`config.mk`:
```
export PLATFORM = sky130hd
export DESIGN_NAME = tls_sni_extractor
export DESIGN_NICKNAME = d
export VERILOG_FILES = /design/src/hw/rtl/tsx_pkg.sv /design/src/hw/rtl/tsx_parser.sv /design/src/hw/rtl/tsx_queue.sv /design/src/hw/rtl/tls_sni_extractor.sv
export SDC_FILE = /design/constraint.sdc
export NUM_CORES = 1
export LEC_CHECK = 0
export ABC_AREA = 1
export BUFFER_PORTS_ARGS = -buffer_cell sky130_fd_sc_hd__buf_4
export CAP_MARGIN = 30
export CORE_ASPECT_RATIO = 0.8
export CORE_UTILIZATION = 50
export CTS_BUF_LIST = sky130_fd_sc_hd__clkbuf_2
export DETAILED_ROUTE_END_ITERATION = 8
export GPL_TIMING_DRIVEN = 1
export HOLD_SLACK_MARGIN = 0.05
export PLACE_DENSITY_LB_ADDON = 0.08
export SLEW_MARGIN = 10
export SYNTH_ARGS = -nofsm -noshare
export SYNTH_HDL_FRONTEND = slang
export SYNTH_HIERARCHICAL = 1
export SYNTH_SLANG_ARGS = --single-unit
export TNS_END_PERCENT = 1
```
`constraint.sdc`:
```
create_clock -name clk -period 18.65 [get_ports clk]
set_input_delay 5.595 -clock clk [delete_from_list [all_inputs] [get_ports clk]]
set_output_delay 5.595 -clock clk [all_outputs]
set_load 0.05 [all_outputs]
```
`src/hw/rtl/tsx_pkg.sv`:
```
// Shared constants, types and window-match functions of the TLS SNI extractor.
package tsx_pkg;

    localparam int MAX_FRAME_BYTES = 65536;
    localparam int POS_W = $clog2(MAX_FRAME_BYTES + 1);

    localparam int WIN_LEN = 21;
    localparam int IDX_W = $clog2(WIN_LEN);
    localparam int CNT_W = $clog2(WIN_LEN + 1);
    localparam int NAME_OFS = 9;
    localparam int NAME_BURST = WIN_LEN - NAME_OFS;
    localparam int BURST_W = $clog2(NAME_BURST + 1);
    localparam int QUEUE_LIMIT = WIN_LEN - 1;

    localparam int ETH_HDR_BYTES = 14;
    localparam int IHL_POS = 14;
    localparam int DEST_FIRST = 30;
    localparam int DEST_LAST = 33;
    localparam int DOFF_BASE = 26;
    localparam int MIN_HDR_WORDS = 5;
    localparam int MIN_TCP_BYTES = 20;
    localparam int HELLO_OFS = 5;
    localparam int SCAN_SPAN = 20;
    localparam int MIN_HEADER_BYTES = 14 + 20 + 20;
    localparam int MIN_PAYLOAD_SEEN = 6;
    localparam int PSTART_W = 8;

    localparam logic [7:0] TLS_HANDSHAKE = 8'h16;
    localparam logic [7:0] TLS_CLIENT_HELLO = 8'h01;
    localparam logic [7:0] IHL_MASK = 8'h0f;
    localparam logic [7:0] DOFF_MASK = 8'hf0;

    typedef enum logic [1:0] {
        PH_HEADER,
        PH_PAYLOAD,
        PH_FOUND,
        PH_IGNORE
    } phase_t;

    typedef enum logic [1:0] {
        KIND_NAME   = 2'd0,
        KIND_FOUND  = 2'd1,
        KIND_NO_SNI = 2'd2
    } result_kind_t;

    // taps[k] is window byte k as it stands after the incoming byte shifts in
    typedef logic [8:0][7:0] win_taps_t;

    typedef struct packed {
        logic                 shift;
        logic                 match;
        logic [BURST_W-1:0]   burst;
        logic                 append;
        logic                 sum_valid;
        result_kind_t         sum_kind;
        logic [31:0]          sum_dest;
        logic [15:0]          sum_len;
        logic                 sum_trunc;
    } tsx_event_t;

    function automatic logic [15:0] sni_len(win_taps_t w);
        return {w[7], w[8]};
    endfunction

    function automatic logic sni_match(win_taps_t w);
        logic [16:0] l1;
        logic [16:0] l2;
        logic [16:0] l3;
        l1 = {1'b0, w[2], w[3]};
        l2 = {1'b0, w[4], w[5]};
        l3 = {1'b0, w[7], w[8]};
        return (w[0] == 8'd0) && (w[1] == 8'd0) && (w[2] <= 8'd1) && (w[6] == 8'd0)
            && (l1 == l2 + 17'd2) && (l1 == l3 + 17'd5);
    endfunction

endpackage

```
`src/hw/rtl/tsx_parser.sv`:
```
// Frame parser: header fields, ClientHello check, SNI window match and frame summary.
module tsx_parser (
    input  logic                   clk,
    input  logic                   rst_n,
    input  logic                   accept,
    input  logic [7:0]             data_byte,
    input  logic                   frame_end,
    input  tsx_pkg::win_taps_t     taps,
    output tsx_pkg::tsx_event_t    ev
);
    import tsx_pkg::*;

    logic [POS_W-1:0]    pos_reg, pos_next;
    logic [5:0]          ip_hdr_reg, ip_hdr_next;
    logic [5:0]          tcp_hdr_reg, tcp_hdr_next;
    logic [PSTART_W-1:0] pstart_reg, pstart_next;
    logic [31:0]         dest_reg, dest_next;
    phase_t              phase_reg, phase_next;
    logic [15:0]         name_left_reg, name_left_next;
    logic [15:0]         decl_len_reg, decl_len_next;

    logic               live;
    logic [POS_W-1:0]   off;
    logic [POS_W-1:0]   pos_new;
    logic [7:0]         ihl_byte;
    logic [3:0]         ihl;
    logic [7:0]         doff_byte;
    logic [5:0]         th;
    logic               hdr_step, at_ihl, at_dest, at_doff, at_pay;
    logic               ihl_bad, doff_bad;
    phase_t             ph_hdr, ph_fin;
    logic               pay_step, hs_bad, ch_bad, hit, name_step;
    logic [15:0]        l3;
    logic [BURST_W-1:0] burst;
    logic [15:0]        name_left_new, decl_new;
    logic [31:0]        dest_new;
    logic               sum_nosni, sum_found;

    assign live      = pos_reg < POS_W'(MAX_FRAME_BYTES);
    assign off       = pos_reg - POS_W'(pstart_reg);
    assign pos_new   = live ? pos_reg + POS_W'(1) : pos_reg;
    assign ihl_byte  = data_byte & IHL_MASK;
    assign ihl       = ihl_byte[3:0];
    assign doff_byte = (data_byte & DOFF_MASK) >> 2;
    assign th        = doff_byte[5:0];
    assign ihl_bad   = ihl < 4'(MIN_HDR_WORDS);
    assign doff_bad  = th < 6'(MIN_TCP_BYTES);

    assign hdr_step = live && (phase_reg == PH_HEADER);
    assign at_ihl   = pos_reg == POS_W'(IHL_POS);
    assign at_dest  = (pos_reg >= POS_W'(DEST_FIRST)) && (pos_reg <= POS_W'(DEST_LAST));
    assign at_doff  = (pos_reg > POS_W'(IHL_POS))
                   && (pos_reg == POS_W'(DOFF_BASE) + POS_W'(ip_hdr_reg));
    assign at_pay   = (pstart_reg != '0) && (pos_reg >= POS_W'(pstart_reg));

    // phase after the header step of this byte
    always_comb
    begin
        ph_hdr = phase_reg;
        if (hdr_step)
        begin
            if (at_ihl)
            begin
                if (ihl_bad)
                    ph_hdr = PH_IGNORE;
            end
            else if (at_dest)
            begin
                ph_hdr = phase_reg;
            end
            else if (at_doff)
            begin
                if (doff_bad)
                    ph_hdr = PH_IGNORE;
            end
            else if (at_pay)
            begin
                ph_hdr = PH_PAYLOAD;
            end
        end
    end

    assign pay_step  = live && (ph_hdr == PH_PAYLOAD);
    assign hs_bad    = (off == '0) && (data_byte != TLS_HANDSHAKE);
    assign ch_bad    = (off == POS_W'(HELLO_OFS)) && (data_byte != TLS_CLIENT_HELLO);
    assign hit       = (off >= POS_W'(SCAN_SPAN)) && sni_match(taps);
    assign name_step = live && (ph_hdr == PH_FOUND) && (name_left_reg != 16'd0);
    assign l3        = sni_len(taps);
    assign burst     = (l3 < 16'(NAME_BURST)) ? l3[BURST_W-1:0] : BURST_W'(NAME_BURST);

    always_comb
    begin
        ph_fin = ph_hdr;
        if (pay_step)
        begin
            if (hs_bad || ch_bad)
                ph_fin = PH_IGNORE;
            else if (hit)
                ph_fin = PH_FOUND;
        end
    end

    assign name_left_new = (pay_step && hit) ? l3 - 16'(burst)
                         : name_step ? name_left_reg - 16'd1 : name_left_reg;
    assign decl_new      = (pay_step && hit) ? l3 : decl_len_reg;
    assign dest_new      = (hdr_step && !at_ihl && at_dest) ? {dest_reg[23:0], data_byte}
                                                            : dest_reg;
    assign sum_nosni = (ph_fin == PH_PAYLOAD) && (pos_new >= POS_W'(MIN_HEADER_BYTES))
                    && ((pos_new - POS_W'(pstart_reg)) >= POS_W'(MIN_PAYLOAD_SEEN));
    assign sum_found = ph_fin == PH_FOUND;

    // next state
    always_comb
    begin
        pos_next       = pos_reg;
        ip_hdr_next    = ip_hdr_reg;
        tcp_hdr_next   = tcp_hdr_reg;
        pstart_next    = pstart_reg;
        dest_next      = dest_reg;
        phase_next     = phase_reg;
        name_left_next = name_left_reg;
        decl_len_next  = decl_len_reg;
        if (accept)
        begin
            if (frame_end)
            begin
                pos_next       = '0;
                ip_hdr_next    = '0;
                tcp_hdr_next   = '0;
                pstart_next    = '0;
                dest_next      = '0;
                phase_next     = PH_HEADER;
                name_left_next = '0;
                decl_len_next  = '0;
            end
            else
            begin
                pos_next       = pos_new;
                phase_next     = ph_fin;
                dest_next      = dest_new;
                name_left_next = name_left_new;
                decl_len_next  = decl_new;
                if (hdr_step && at_ihl && !ihl_bad)
                    ip_hdr_next = {ihl, 2'b00};
                if (hdr_step && !at_ihl && !at_dest && at_doff && !doff_bad)
                begin
                    tcp_hdr_next = th;
                    pstart_next  = PSTART_W'(ETH_HDR_BYTES) + PSTART_W'(ip_hdr_reg)
                                 + PSTART_W'(th);
                end
            end
        end
    end

    // events toward the name queue
    always_comb
    begin
        ev           = '0;
        ev.shift     = accept && (pay_step || name_step);
        ev.match     = accept && pay_step && hit;
        ev.burst     = burst;
        ev.append    = accept && name_step;
        ev.sum_valid = accept && frame_end && (sum_nosni || sum_found);
        ev.sum_kind  = sum_found ? KIND_FOUND : KIND_NO_SNI;
        ev.sum_dest  = dest_new;
        ev.sum_len   = sum_found ? decl_new : 16'd0;
        ev.sum_trunc = sum_found && (name_left_new != 16'd0);
    end

    always_ff @(posedge clk or negedge rst_n)
    begin
        if (!rst_n)
        begin
            pos_reg       <= '0;
            ip_hdr_reg    <= '0;
            tcp_hdr_reg   <= '0;
            pstart_reg    <= '0;
            dest_reg      <= '0;
            phase_reg     <= PH_HEADER;
            name_left_reg <= '0;
            decl_len_reg  <= '0;
        end
        else
        begin
            pos_reg       <= pos_next;
            ip_hdr_reg    <= ip_hdr_next;
            tcp_hdr_reg   <= tcp_hdr_next;
            pstart_reg    <= pstart_next;
            dest_reg      <= dest_next;
            phase_reg     <= phase_next;
            name_left_reg <= name_left_next;
            decl_len_reg  <= decl_len_next;
        end
    end

`ifndef SYNTHESIS
    a_tcp_len_sane: assert property (@(posedge clk) disable iff (!rst_n)
        (pstart_reg != '0) |-> (tcp_hdr_reg >= 6'(MIN_TCP_BYTES)))
        else $error("payload start set with short TCP header");
    a_found_has_len: assert property (@(posedge clk) disable iff (!rst_n)
        (phase_reg == PH_FOUND) |-> (name_left_reg <= decl_len_reg))
        else $error("names left exceed declared length");
    a_payload_after_hdr: assert property (@(posedge clk) disable iff (!rst_n)
        ((phase_reg == PH_PAYLOAD) || (phase_reg == PH_FOUND))
            |-> (pstart_reg >= PSTART_W'(MIN_HEADER_BYTES)))
        else $error("payload phase without a valid payload start");
`endif

endmodule

```
`src/hw/rtl/tsx_queue.sv`:
```
// Byte window, name queue, pending summary and result register.
module tsx_queue (
    input  logic                   clk,
    input  logic                   rst_n,
    input  logic [7:0]             data_byte,
    input  tsx_pkg::tsx_event_t    ev,
    output tsx_pkg::win_taps_t     taps,
    output logic                   in_stall,
    output logic                   result_valid,
    input  logic                   result_stall,
    output logic [1:0]             result_kind,
    output logic [7:0]             name_byte,
    output logic [31:0]            dest_address,
    output logic [15:0]            name_length,
    output logic                   name_truncated,
    output logic                   last_of_run
);
    import tsx_pkg::*;

    logic [7:0]         win_reg [WIN_LEN];
    logic [7:0]         win_next [WIN_LEN];
    logic [WIN_LEN-1:0] last_reg, last_next;
    logic [CNT_W-1:0]   nq_reg, nq_next;
    logic [IDX_W-1:0]   rd_reg, rd_next;

    logic               sum_pend_reg, sum_pend_next;
    result_kind_t       sum_kind_reg;
    logic [31:0]        sum_dest_reg;
    logic [15:0]        sum_len_reg;
    logic               sum_trunc_reg;

    logic               valid_reg, valid_next;
    result_kind_t       kind_reg;
    logic [7:0]         byte_reg;
    logic [31:0]        dest_reg;
    logic [15:0]        len_reg;
    logic               trunc_reg;
    logic               last_out_reg;

    logic               out_load, have_name, pop_name, pop_sum;
    logic [7:0]         name_sel;
    logic               last_sel;

    always_comb
    begin
        for (int k = 0; k < NAME_OFS; k++)
            taps[k] = win_reg[k + 1];
    end

    assign in_stall  = sum_pend_reg || (nq_reg >= CNT_W'(QUEUE_LIMIT));
    assign out_load  = !valid_reg || !result_stall;
    assign have_name = nq_reg != '0;
    assign pop_name  = out_load && have_name;
    assign pop_sum   = out_load && !have_name && sum_pend_reg;
    assign name_sel  = win_reg[rd_reg];
    assign last_sel  = last_reg[rd_reg];

    always_comb
    begin
        win_next  = win_reg;
        last_next = last_reg;
        nq_next   = nq_reg;
        rd_next   = rd_reg;
        if (ev.shift)
        begin
            for (int k = 0; k < WIN_LEN - 1; k++)
            begin
                win_next[k]  = win_reg[k + 1];
                last_next[k] = last_reg[k + 1];
            end
            win_next[WIN_LEN-1]  = data_byte;
            last_next[WIN_LEN-1] = !ev.sum_valid;
        end
        if (ev.match)
        begin
            // mark the end of the burst taken straight from the window
            for (int k = NAME_OFS; k < WIN_LEN; k++)
                last_next[k] = (IDX_W'(k) == IDX_W'(NAME_OFS - 1) + IDX_W'(ev.burst))
                            && !ev.sum_valid;
            nq_next = CNT_W'(ev.burst);
            rd_next = IDX_W'(NAME_OFS);
        end
        else if (ev.append)
        begin
            // appended names keep the queue flush with the window tail
            nq_next = nq_reg + CNT_W'(1) - CNT_W'(pop_name);
            rd_next = IDX_W'(WIN_LEN) - IDX_W'(nq_next);
        end
        else if (pop_name)
        begin
            nq_next = nq_reg - CNT_W'(1);
            rd_next = rd_reg + IDX_W'(1);
        end
    end

    always_comb
    begin
        sum_pend_next = sum_pend_reg;
        if (ev.sum_valid)
            sum_pend_next = 1'b1;
        else if (pop_sum)
            sum_pend_next = 1'b0;
    end

    assign valid_next = out_load ? (have_name || sum_pend_reg) : valid_reg;

    always_ff @(posedge clk or negedge rst_n)
    begin
        if (!rst_n)
        begin
            nq_reg       <= '0;
            rd_reg       <= '0;
            sum_pend_reg <= 1'b0;
            valid_reg    <= 1'b0;
        end
        else
        begin
            nq_reg       <= nq_next;
            rd_reg       <= rd_next;
            sum_pend_reg <= sum_pend_next;
            valid_reg    <= valid_next;
        end
    end

    always_ff @(posedge clk)
    begin
        win_reg  <= win_next;
        last_reg <= last_next;
        if (ev.sum_valid)
        begin
            sum_kind_reg  <= ev.sum_kind;
            sum_dest_reg  <= ev.sum_dest;
            sum_len_reg   <= ev.sum_len;
            sum_trunc_reg <= ev.sum_trunc;
        end
        if (pop_name)
        begin
            kind_reg     <= KIND_NAME;
            byte_reg     <= name_sel;
            dest_reg     <= '0;
            len_reg      <= '0;
            trunc_reg    <= 1'b0;
            last_out_reg <= last_sel;
        end
        else if (pop_sum)
        begin
            kind_reg     <= sum_kind_reg;
            byte_reg     <= '0;
            dest_reg     <= sum_dest_reg;
            len_reg      <= sum_len_reg;
            trunc_reg    <= sum_trunc_reg;
            last_out_reg <= 1'b1;
        end
    end

    assign result_valid   = valid_reg;
    assign result_kind    = kind_reg;
    assign name_byte      = byte_reg;
    assign dest_address   = dest_reg;
    assign name_length    = len_reg;
    assign name_truncated = trunc_reg;
    assign last_of_run    = last_out_reg;

`ifndef SYNTHESIS
    a_queue_bound: assert property (@(posedge clk) disable iff (!rst_n)
        nq_reg <= CNT_W'(QUEUE_LIMIT))
        else $error("name queue overran the window");
    a_match_empty: assert property (@(posedge clk) disable iff (!rst_n)
        ev.match |-> ((nq_reg == '0) && !sum_pend_reg))
        else $error("window match while names still queued");
    a_append_tail: assert property (@(posedge clk) disable iff (!rst_n)
        (ev.append && (nq_reg != '0))
            |-> (({1'b0, rd_reg} + {1'b0, nq_reg}) == (IDX_W + 1)'(WIN_LEN)))
        else $error("queued names not flush with window tail");
    a_no_shift_on_summary: assert property (@(posedge clk) disable iff (!rst_n)
        sum_pend_reg |-> !ev.shift)
        else $error("window shifted while a summary waits");
`endif

endmodule

```
`src/hw/rtl/tls_sni_extractor.sv`:
```
// Top level of the TLS ClientHello server-name extractor.
// Output path: a name byte or summary goes from the name queue or pending summary into
// the result register before it shows on the result port.
// Throughput: one byte per cycle; a frame summary holds the input until it leaves, and
// 20 queued names stall it as well.
// Reset: rst_n clears parse state, the name queue and the result valid flag at once.
module tls_sni_extractor (
    input  logic        clk,
    input  logic        rst_n,
    input  logic        data_valid,
    output logic        data_stall,
    input  logic [7:0]  data_byte,
    input  logic        frame_end,
    output logic        result_valid,
    input  logic        result_stall,
    output logic [1:0]  result_kind,
    output logic [7:0]  name_byte,
    output logic [31:0] dest_address,
    output logic [15:0] name_length,
    output logic        name_truncated,
    output logic        last_of_run
);
    import tsx_pkg::*;

    logic       accept;
    tsx_event_t ev;
    win_taps_t  taps;

    // take a word whenever data_valid is high, the queue has room and no summary is waiting
    assign accept = data_valid && !data_stall;

    // parser: header fields, handshake check, SNI match and summary decision
    tsx_parser u_parser (
        .clk       (clk),
        .rst_n     (rst_n),
        .accept    (accept),
        .data_byte (data_byte),
        .frame_end (frame_end),
        .taps      (taps),
        .ev        (ev)
    );

    // queue: 21-byte window doubles as the name queue; drains one result per cycle while result_stall is low
    tsx_queue u_queue (
        .clk            (clk),
        .rst_n          (rst_n),
        .data_byte      (data_byte),
        .ev             (ev),
        .taps           (taps),
        .in_stall       (data_stall),
        .result_valid   (result_valid),
        .result_stall   (result_stall),
        .result_kind    (result_kind),
        .name_byte      (name_byte),
        .dest_address   (dest_address),
        .name_length    (name_length),
        .name_truncated (name_truncated),
        .last_of_run    (last_of_run)
    );

endmodule

```
==> summary.md <==
| Metric | Value |
|---|---|
| Slew @ Worst Pin | `1070 ps` |
| Power consumption | `4.08 mW` |
| Fill count | `4,397` |
| Post-synth EDFFs | `249` |
| Router iterations before antenna repair | `5` |
| Core area | `45,700 um^2` |
| Sw frac | `0.498` |
| Mux cell area share after synthesis | `0` |
| Routed vias | `19,100` |
| Finished Layout Cells | `3,555` |
| Highest Clock Rate | `122 MHz` |
| Crit Reg-Reg Startpoint | `u_parser/pos_reg[1]` |
| Clock root cell | `clkbuf_2` |
| Startpoint types | `input port` |
| Final HPWL DP | `44.8 mm` |
| Initial Util | `0.507` |
| # H-tree levels | `3` |
| Clk sinks | `406` |
| Placed Cells | `3,361` |
| Vias in the first global route | `17,700` |
| Clk_skew | `87.9 ps` |
| Final WL | `64.6 mm` |
| FFs w/ async S/R, synth | `0.261` |
| Slowest CP cell | `buf_12` |
| Synthesized net count | `2,893` |
| Reg power frac | `0.316` |
| Nets@finish | `2,913` |
| Internal power | `2.05 mW` |
| Starting DRT DRC Count | `2,160` |
| Gpl congestion | `0.926` |
| Largest net degree at the start of global routing | `179` |
| Worst path max stage delay | `630 ps` |
| Netlist cell types | `61` |
| Xor/xnor cell area share of the yosys netlist | `0.0256` |
| Min Tclk post-route | `8190 ps` |
| Setup crit end kind | `flop` |
| Reg clk slew, reported paths | `110 ps` |
| Register area share after synthesis | `0.481` |
| Pwr Density | `166 nW/um^2` |
| Ports | `75` |
| Area grow syn2layout | `6.09%` |
| Die height | `195 um` |
| Final Hold Viols | `0` |
| Routed wire per std cell | `18.2 um` |
| Final setup fails | `0` |
| Most frequent cells in the layout | `nand2_1, inv_1, edfxtp_1` |
| DRC violations left | `0` |
| Overall die width | `243 um` |
| Cell Area, Synth | `23,200 um^2` |
| Yosys reg bits | `406` |
| RSZ-0062 raised after global routing | `no` |
| Flip-flop count of the largest register after layout | `96` |
| Share of layout cells above drive strength 1 | `0.128` |
| Placed Area | `23,600 um^2` |
| Max Root-Sink Buffers | `3` |
| Post-synthesis adder-cell area fraction | `0.0252` |
| Outcome | `finished clean` |
| CTS Buf Count | `101` |
| First-pass GRT wire length | `101 mm` |
| Post-CTS Setup Inserts | `0` |
| Max-cap violations | `0` |
| Critical path peak fanout | `178` |
| Arr. time, crit path | `8950 ps` |
| Leakage | `11.8 nW` |
| Buffers on Ports | `74` |
| Hold buffers post-CTS | `0` |
| Synth Area in Compound Gates | `0.0892` |
| Setup TNS | `0 ps` |
| Initial antenna violation count | `4` |
| Commonest non-fill, non-tap cell in the layout | `nand2_1` |
| Final ANT Viol Nets | `0` |
| Grt ovf | `0` |
| Die ar. | `47,200 um^2` |
| Sequential cell area | `11,200 um^2` |
| Max Slew Vio Count | `0` |
| CTS tree | `yes` |
| Crit-path cells | `buf_4 -> nor2_1 -> o21ai_0 -> nand3_1 -> nand3_1 -> nand2_2 -> a21oi_4 -> nand2_4 -> a21oi_4 -> buf_12 -> or2_2` |
| Synth Area in Simple Gates | `0.259` |
| Gr usage total | `0.275` |
| Cts repair resizes | `0` |
| WP buf/inv | `2` |
| Largest family of logic cells by synthesized area | `simple AND/OR/NAND/NOR gates` |
| Pre-CTS WS | `9280 ps` |
| Synth Flop Type | `edfxtp_1` |
| Cell area after layout | `24,600 um^2` |
| Rows | `70` |
| Crit share post-route | `0.439` |
| Max-slew headroom | `0.282` |
| FF-to-FF setup slack | `13,850 ps` |
| Clock network power share | `0.151` |
| Final worst slack | `10,460 ps` |
| Avg Cell Area, Syn | `8.18 um^2` |
| Hold_sp | `u_queue/last_reg[9]` |
| CP required | `19,410 ps` |
| Combinational share of power | `0.533` |
| Yosys Warn Count | `6` |
| Skew-Pair Late Insertion Delay | `1150 ps` |
| Top delay family on crit path | `compound AO/OA/AOI/OAI gates` |
| Peak VDD IR | `134 uV` |
| CP Launch Point | `data_byte[5]` |
| Sw Pwr | `2.03 mW` |
| Mapped Cells | `2,834` |
| Setup Crit Path Kind | `input port to flop` |
| Worst Hold Class | `flop to flop` |
| Vias per cell | `5.38` |
| Multi-input gate area | `9280 um^2` |
==> per-stage QoR <==
step,utilization,hold slack (ps)
after CTS,0.537,426
after detailed placement,0.516,427
after global routing,0.538,438
after global placement,0.515,423
final,0.538,436
after floorplan,-,421
==> logic make-up after synthesis <==
| family | after synthesis |
|---|---|
| AO/OA/AOI/OAI | 342 |
| XOR/XNOR | 67 |
| adder cells (fa/ha/maj) | 46 |
| buffers and inverters | 628 |
| flip-flops | 406 |
| other | 1 |
| AND/OR/NAND/NOR | 1344 |
==> final timing paths <==
check | end | depth (start not counted)
max in group asynchronous | u_queue/rd_reg[0] | 2
min in group asynchronous | u_parser/dest_reg[24] | 1
min | u_queue/last_reg[8] | 0
max reg2reg | u_queue/sum_len_reg[5] | 18
min reg2reg | u_queue/last_reg[8] | 0
max | u_queue/last_reg[20] | 11
==> worst register-to-register path: stages (launching register included) <==
cell     delay [ps]
dfrtp_1         530
inv_1           180
ha_1            380
nand2_1         130
nand3_1         190
nand2_1         110
nand2_1          80
nand2_1         170
nand2_1          70
nand2_1          90
nand3_1          70
nor3b_1         490
nand4_1         330
nand3_2         260
nand2_1         110
a41oi_1         250
nand2_1         140
a21oi_4         200
buf_4           560
==> routing by layer <==
layer  global-route usage  vias to the layer above  routed length [um]
li1                     -                     9290                   -
met1                0.431                     8974               31900
met2                0.371                      763               25900
met3               0.0631                       88                5520
met4               0.0783                        0                1280
met5                    0                        -                   0
==> area by class of cell <==
| cell class | instances | share of cell area |
|---|---|---|
| flip-flops and latches | 406 | 0.454 |
| multi-input cells | 1800 | 0.378 |
| inverters | 453 | 0.0692 |
| well taps | 612 | 0.0311 |
| clock buffers | 149 | 0.0303 |
| repair buffers | 92 | 0.0292 |
| clock inverters | 38 | 0.00840 |
| diodes | 5 | 0.000509 |
==> power by group through the flow <==
stage          Combinational, mW  Clock (mW)  Sequential, mW
5_1_grt                     2.41       0.685            1.31
6_report                    2.17       0.615            1.29
3_5_place_dp                2.12           0            1.30
4_1_cts                     2.14       0.639            1.29
3_3_place_gp                2.11           0            1.30
2_1_floorplan               1.53           0            1.30
==> synth_stat cells (4+ instances only) <==
| master | instances | area, um^2 |
|---|---|---|
| o21ai_0 | 125 | 626 |
| nand4_1 | 43 | 269 |
| nor3_1 | 21 | 105 |
| o211ai_1 | 58 | 435 |
| edfxtp_1 | 249 | 7480 |
| nor2_4 | 10 | 113 |
| and3_1 | 5 | 31.3 |
| a22o_1 | 6 | 52.6 |
| inv_2 | 12 | 45.0 |
| nand2_2 | 13 | 81.3 |
| buf_2 | 31 | 155 |
| dfrtp_1 | 106 | 2650 |
| o21ai_1 | 12 | 60.1 |
| nand3_1 | 236 | 1180 |
| nand2_1 | 702 | 2640 |
| buf_6 | 9 | 101 |
| nand3b_1 | 18 | 135 |
| nor2_1 | 198 | 743 |
| xor2_1 | 52 | 455 |
| dfxtp_1 | 51 | 1020 |
| nor4_1 | 13 | 81.3 |
| nand2_4 | 4 | 45.0 |
| o22ai_1 | 68 | 425 |
| clkbuf_1 | 48 | 180 |
| a22oi_1 | 4 | 30.0 |
| or2_2 | 52 | 325 |
| ha_1 | 45 | 563 |
| buf_4 | 83 | 623 |
| nor2_2 | 11 | 68.8 |
| inv_1 | 439 | 1650 |
| a21oi_1 | 43 | 215 |
| nand3_2 | 5 | 50.1 |
| o21bai_1 | 5 | 37.5 |
| xnor2_1 | 14 | 123 |
(Power assumes the default switching activity.)
